===== src/sbt_pkg.sv =====
`timescale 1ns / 1ps
// ----------------------------------------------------------------------------
// sbt_pkg
// Shared constants, types and the exponential table for the sponge taper.
// ----------------------------------------------------------------------------
package sbt_pkg;

	localparam int COORD_BITS      = 24;
	localparam int TAPER_FRAC_BITS = 16;
	localparam int EXP_TABLE_DEPTH = 256;
	localparam int IDX_BITS        = $clog2(EXP_TABLE_DEPTH);
	localparam int FB              = TAPER_FRAC_BITS;
	localparam int DB              = FB + 1;           // depth in [0, 2^F]
	localparam int NUM_BITS        = COORD_BITS + 1;
	localparam int QDIV_BITS       = COORD_BITS + FB;  // dividend width
	localparam int COEF_BITS       = 16;
	localparam int SBITS           = FB + 1;
	localparam int XBITS           = COEF_BITS + SBITS;
	localparam int TAB_BITS        = FB + 1;
	localparam int OUT_BITS        = 17;
	localparam int QDEPTH          = 4;
	localparam int QPTR_BITS       = $clog2(QDEPTH);

	// Q60 argument step of the table, 16 / depth.
	localparam logic [63:0] EXP_STEP = (64'd1 << 62) / EXP_TABLE_DEPTH * 4;

	localparam logic [2:0] REG_LEN_X  = 3'd0;
	localparam logic [2:0] REG_LEN_Y  = 3'd1;
	localparam logic [2:0] REG_LEN_Z  = 3'd2;
	localparam logic [2:0] REG_EXT_X  = 3'd3;
	localparam logic [2:0] REG_EXT_Y  = 3'd4;
	localparam logic [2:0] REG_EXT_Z  = 3'd5;
	localparam logic [2:0] REG_ENABLE = 3'd6;
	localparam logic [2:0] REG_COEFFS = 3'd7;

	// One axis after classification: clamped numerators of both sides.
	typedef struct packed {
		logic [NUM_BITS-1:0]   num_lo;
		logic [NUM_BITS-1:0]   num_hi;
		logic [COORD_BITS-1:0] len;
		logic [COEF_BITS-1:0]  coef;
	} axis_job_t;

	typedef struct packed {
		axis_job_t [2:0] axis;
	} job_t;

	function automatic logic [63:0] q60_mul(input logic [63:0] a, input logic [63:0] b);
		logic [63:0] ah, al, bh, bl, mid, lo;
		ah  = a >> 30;
		al  = a & 64'h3FFF_FFFF;
		bh  = b >> 30;
		bl  = b & 64'h3FFF_FFFF;
		mid = ah * bl + al * bh;
		lo  = al * bl;
		return ah * bh + ((mid + (lo >> 30)) >> 30);
	endfunction

	// Long division by shift and subtract, used only while building the table.
	function automatic logic [63:0] udiv_const(input logic [63:0] n, input logic [63:0] d);
		logic [63:0] q, r;
		q = '0;
		r = '0;
		for (int b = 63; b >= 0; b--) begin
			r = {r[62:0], n[b]};
			if (r >= d) begin
				r    = r - d;
				q[b] = 1'b1;
			end
		end
		return q;
	endfunction

	typedef logic [TAB_BITS-1:0] tab_arr_t [EXP_TABLE_DEPTH+1];

	// Entry i holds exp(-16 i / depth) rounded to F fraction bits.
	function automatic tab_arr_t build_tab();
		tab_arr_t t;
		logic [63:0] term, ratio, v, half;
		term  = 64'd1 << 60;
		ratio = 64'd1 << 60;
		v     = 64'd1 << 60;
		half  = 64'd1 << (59 - FB);
		for (int k = 1; k <= 30; k++) begin
			term = udiv_const(q60_mul(term, EXP_STEP), 64'(k));
			if (k[0]) ratio = ratio - term;
			else ratio = ratio + term;
		end
		t[0] = TAB_BITS'((v + half) >> (60 - FB));
		for (int j = 1; j <= EXP_TABLE_DEPTH; j++) begin
			v    = q60_mul(v, ratio);
			t[j] = TAB_BITS'((v + half) >> (60 - FB));
		end
		return t;
	endfunction

	localparam tab_arr_t EXP_TAB = build_tab();

endpackage


===== src/sbt_queue.sv =====
`timescale 1ns / 1ps
// ----------------------------------------------------------------------------
// sbt_queue
// Short queue of classified jobs between the front and the back.
// ----------------------------------------------------------------------------
module sbt_queue import sbt_pkg::*; (
	input  logic clk,
	input  logic arst_n,
	input  logic wr_valid,
	output logic wr_ready,
	input  job_t wr_data,
	output logic rd_valid,
	input  logic rd_ready,
	output job_t rd_data
);

	job_t mem_q [QDEPTH];
	logic [QPTR_BITS-1:0] wp_q, rp_q;
	logic [QPTR_BITS:0]   cnt_q;
	logic wr, rd;

	assign wr_ready = cnt_q != QDEPTH[QPTR_BITS:0];
	assign rd_valid = cnt_q != '0;
	assign rd_data  = mem_q[rp_q];
	assign wr = wr_valid && wr_ready;
	assign rd = rd_valid && rd_ready;

	always_ff @(posedge clk or negedge arst_n) begin
		if (!arst_n) begin
			wp_q  <= '0;
			rp_q  <= '0;
			cnt_q <= '0;
		end else begin
			if (wr) wp_q <= wp_q + 1'b1;
			if (rd) rp_q <= rp_q + 1'b1;
			cnt_q <= cnt_q + (QPTR_BITS+1)'(wr) - (QPTR_BITS+1)'(rd);
		end
	end

	always_ff @(posedge clk) begin
		if (wr) mem_q[wp_q] <= wr_data;
	end

endmodule


===== config.mk =====
export PLATFORM = sky130hd
export DESIGN_NAME = sbt_queue
export DESIGN_NICKNAME = d
export VERILOG_FILES = /design/src/sbt_pkg.sv /design/src/sbt_queue.sv
export SDC_FILE = /design/constraint.sdc
export NUM_CORES = 1
export LEC_CHECK = 0
export BUFFER_PORTS_ARGS = -buffer_cell sky130_fd_sc_hd__clkbuf_2
export CORE_ASPECT_RATIO = 1.1
export CORE_UTILIZATION = 60
export CTS_CLUSTER_DIAMETER = 50
export DETAILED_ROUTE_END_ITERATION = 8
export GPL_TIMING_DRIVEN = 0
export PLACE_DENSITY = 0.8
export SYNTH_ARGS = -nofsm -noshare
export SYNTH_HDL_FRONTEND = slang
export SYNTH_SLANG_ARGS = --single-unit

===== constraint.sdc =====
create_clock -name clk -period 12.6 [get_ports clk]
set_input_delay 0.63 -clock clk [delete_from_list [all_inputs] [get_ports clk]]
set_output_delay 0.63 -clock clk [all_outputs]
set_load 0.02 [all_outputs]

Yosys cells after proc, flatten, opt, wreduce, memory -nomap -nowiden
Memory sizes are Yosys's and may differ from the RTL's.
Cells that the tools add are included.
{"block": "totals", "register_bits": 7, "ramBits": 1080, "output_inout_bits": 272, "mem_count": 1}
{"block": "op_classes", "n_addsub": 4, "n_eq_ne": 1, "muxes": 2, "reduce_logical": 3}
{"name": "mem_q", "words": 4, "word_bits": 270, "read_ports": 1, "rd_ports_with_merged_regs": 0, "write_ports": 1, "line": "sbt_queue.sv:17", "text": "job_t mem_q [QDEPTH];"}
{"operator": "$add 2x1->2 const B", "count": 2}
{"operator": "$add 3x1->3", "count": 1}
{"operator": "$ne 3x3->1 const B", "count": 1}
{"operator": "$reduce_bool 3->1", "count": 1}
{"operator": "$sub 3x1->3", "count": 1}
{"operator": "$logic_and 1x1->1", "count": 2}
{"operator": "$mux 1", "count": 2}

Longest topological paths before layout
{"block": "depth", "ltp_word": 4, "mapped_depth": 9, "ltp_nobuf": 9}

Worst setup path before layout
No wires, ideal clock.
{"block": "synth_timing", "path_kind": "reg2reg", "startpoint": "register cnt_q[2]", "endpoint": "memory mem_q[0][0] (netlist bit), enable pin", "setup_time_ns": 0.668, "t_arrival_ns": 6.888, "setup_slack_ns": 5.044, "path_stages_with_launch": 3, "n_path_buf": 0, "synth_period_minus_slack_ns": 7.556, "path_cell_list": "dfrtp_1 > nor3b_1 > and3b_1"}
{"block": "synth_between", "elab_chain_len": 4}
{"element": "start, declared", "line": "sbt_queue.sv:19", "text": "logic [QPTR_BITS:0] cnt_q;"}
{"element": "start signal, assigned", "line": "sbt_queue.sv:36", "text": "cnt_q <= cnt_q + (QPTR_BITS+1)'(wr) - (QPTR_BITS+1)'(rd);"}
{"element": "$ne 3x3->1", "line": "sbt_queue.sv:22", "text": "assign wr_ready = cnt_q != QDEPTH[QPTR_BITS:0];"}
{"element": "$logic_and 1x1->1", "line": "sbt_queue.sv:25", "text": "assign wr = wr_valid && wr_ready;"}
{"element": "$mux 1", "line": "sbt_queue.sv:41", "text": "if (wr) mem_q[wp_q] <= wr_data;"}
{"element": "$mux 1 (not written as such)", "line": "sbt_queue.sv:41"}
{"element": "end, declared", "line": "sbt_queue.sv:17"}
No other way between the ends.

==> summary.md <==
| Metric | Value |
|---|---|
| Clock Power Share | 0.252 |
| Met1 wire length | about 30000 um |
| Synth Register Bits | between 1k and 1.5k |
| Sequential share of the synthesized area | 0.829 |
| DR pass1 iterations | 5 |
| Setup TNS Final | 0 ps |
| Worst Path Max Fanout | 10 |
| WL met2 | 45300 um |
| Post-cts hold buffer count | 1 |
| Highest routed metal layer | met5 |
| Area grow syn2layout | 19.7% |
| Post-synth EDFFs | 1080 |
| Largest net degree at the start of global routing | 48 |
| CP Capture Type | output port |
| Most frequent cell after synthesis | edfxtp_1 |
| Pleak | approximately 16 nW |
| Comb pwr share | 0.334 |
| Fmax achieved | 269 MHz |
| Synth warn | 0 |
| Initial Util | 0.606 |
| GPL Wtd Cong | 0.776 |
| Final ANT Viol Nets | 0 |
| Pint | 7.99 mW |
| Worst skew pair latency | between 600 and 700 ps |
| Wirelength, routed | 87000 um |
| Mapped Nets | roughly 1.7k |
| Met3 wire len | approximately 8200 um |
| Vias in the first global route | between 15k and 20k |
| Hold Vio Cnt, Final | 0 |
| Worst min path class | in2reg |
| Number of buffers created by CTS | 103 |
| Min Tclk post-route | 3720 ps |
| Final cell count without fillers | 3082 |
| Max-cap violations | 0 |
| Detailed Place HPWL | 55400 um |
| Final setup violation count | 0 |
| Vias | 18.4k |
| Power Density | between 200 and 300 nW/um^2 |
| Clock transition at path regs | roughly 60 ps |
| Synth area leaders | edfxtp_1 82%, mux4_2 15%, buf_2 0.46% |
| Die W | 246 um |
| Flop pwr share | 0.414 |
| Clock root cell | clkbuf_16 |
| Setup bufs post-CTS | 0 |
| Dpl cells | 2874 |
| Wire per inst | 28.2 um |
| Final Max Slew Viols | 0 |
| CTS resizes | 0 |
| RSZ-0062 raised after global routing | no |
| DRT iter0 DRCs | 1430 |
| Switching pwr | 3.90 mW |
| Worst Hold Slack | 191 ps |
| Status | completed |
| Final period util | 0.296 |
| Cell accounting for the most synthesized area | edfxtp_1 |
| Total Nets Final | 2411 |
| Netlist Area Pre-Place | 39300 um^2 |
| # port buffers | ~550 |
| Synth top cells by count | 1080 x edfxtp_1, 270 x mux4_2, 36 x buf_2 |
| Syn Inst Count | 1451 |
| Worst slew margin | 0.414 |
| Proportion of layout cells with a drive suffix above 1 | 0.471 |
| Initial antenna violation count | 26 |
| Crit start category | flip-flop |
| Peak supply drop | 210 uV |
| Avg Cell Area, Syn | 27.1 um^2 |
| Synth cell types | 22 |
| Worst path required time | 11970 ps |
| Critical path data arrival time | ~3100 ps |
| Top Ports | 546 |
| Sw Share | 0.328 |
| Top cell type's share of synthesized area | 0.825 |
| Final Util | 0.726 |
| DRC Markers | 0 |
| H-tree levels | 3 |
| Clk buf depth | 3 |
| TritonCTS clock tree | done |
| Num Clock Sinks | 1087 |
| WS Path Type | reg2out |
| GRT Total Usage | 0.263 |
| Die area | 66600 um^2 |
| Total congestion overflow | 0 |
| Die Y | 271 um |
| Ys async rst share | 0.00644 |
| Worst slew pin tran | 877 ps |
| Average via count per standard cell | 5.98 |
| Cell Rows | between 90 and 100 |
| Core area | 64900 um^2 |
| First-pass GRT wire length | ~130000 um |
| Clock skew | 24.0 ps |
| Top_reg_cell synth | edfxtp_1 |
==> state kept, by name, summed over array words and instances (netlist names) <==
name,count
mem_q,1080
cnt_q,3
wp_q,2
rp_q,2
==> power by group through the flow <==
stage               clock (mW)  sequential (mW)  combinational, mW
CTS                       3.04             4.93               4.02
detailed placement           0             4.98               3.98
floorplan                    0             5.14               2.54
global placement             0             5.34               3.80
global route              3.17             4.97               4.17
finish                    3.00             4.92               3.97
==> cell usage in the layout (no fill, tap or decap) <==
cell type	n
diode_2	17
buf_12	20
buf_4	5
mux4_2	270
buf_6	9
clkinv_8	3
buf_1	2
clkbuf_16	103
o211ai_1	2
nand2_1	1
bufinv_16	10
nand2b_1	4
clkbuf_2	545
nor3b_1	1
inv_8	1
fa_1	1
inv_6	4
buf_16	8
nand4bb_1	2
ha_1	6
xor2_1	1
o31a_1	1
dfrtp_1	7
o311ai_0	1
edfxtp_1	1080
dlygate4sd3_1	1
clkinv_1	19
or3_1	1
clkinv_2	19
clkinvlp_4	5
inv_1	6
buf_2	36
clkinv_4	2
clkbuf_1	32
xnor2_1	3
and3b_4	4
==> per-layer routing <==
metal  up-vias  track usage
met5         -            0
met4        16        0.119
met3       193       0.0771
met2       840        0.441
met1      9628        0.315
li1       7754            -
==> worst max-delay path, stage by stage, from the launching register on <==
cell	delay [ps]
dfrtp_1	310
buf_2	360
clkbuf_1	700
buf_2	450
mux4_2	420
clkbuf_2	200
==> per-stage QoR <==
| stage | total power, mW | setup WS (ps) | area, um^2 |
|---|---|---|---|
| 6_report | 11.9 | 8880 | 47100 |
| 5_1_grt | 12.3 | 8820 | 47100 |
| 4_1_cts | 12.0 | 8850 | 47100 |
| 3_5_place_dp | 8.96 | 9560 | 43800 |
| 3_3_place_gp | 9.14 | 212 | 43100 |
| 2_1_floorplan | 7.68 | 5040 | 39300 |
==> path summary, 6_finish.rpt <==
| path | end | slack (ps) | cells after the start | startpoint |
|---|---|---|---|---|
| min in group asynchronous | cnt_q[0] | 380 | 2 | arst_n |
| setup / recovery | rd_data[99] | 8880 | 5 | rp_q[1] |
| max in group asynchronous | rp_q[0] | 12040 | 2 | arst_n |
| setup reg to reg | mem_q[3][90] | 9760 | 5 | cnt_q[1] |
| hold / removal | mem_q[3][257] | 190 | 1 | wr_data[257] |
| hold reg to reg | wp_q[1] | 620 | 2 | wp_q[1] |
==> cells by family (layout without fill, tap and decap cells) <==
kind of cell | Yosys count | count (layout) | synth area share
xor gates and xnor gates | 4 | 4 | 0.000891
DFF | 1087 | 1087 | 0.829
muxes | 270 | 270 | 0.155
other | 0 | 17 | 0
adders and majority gates | 7 | 7 | 0.00242
buffers and inverters | 66 | 830 | 0.00964
and+or+nand+nor | 13 | 13 | 0.00254
AOI/OAI and AO/OA | 4 | 4 | 0.000827
==> cell type report <==
cell class                      count  area (um^2)
Fill cell                        3551        17800
Clock buffer                      127         2670
Buffer                             60          357
Antenna cell                       17         42.5
Timing Repair Buffer              574         3360
Tap cell                          850         1060
Clock inverter                     63          617
Inverter                            6         22.5
Sequential cell                  1087        32600
Multi-Input combinational cell    298         6360
(Power assumes the default switching activity.)
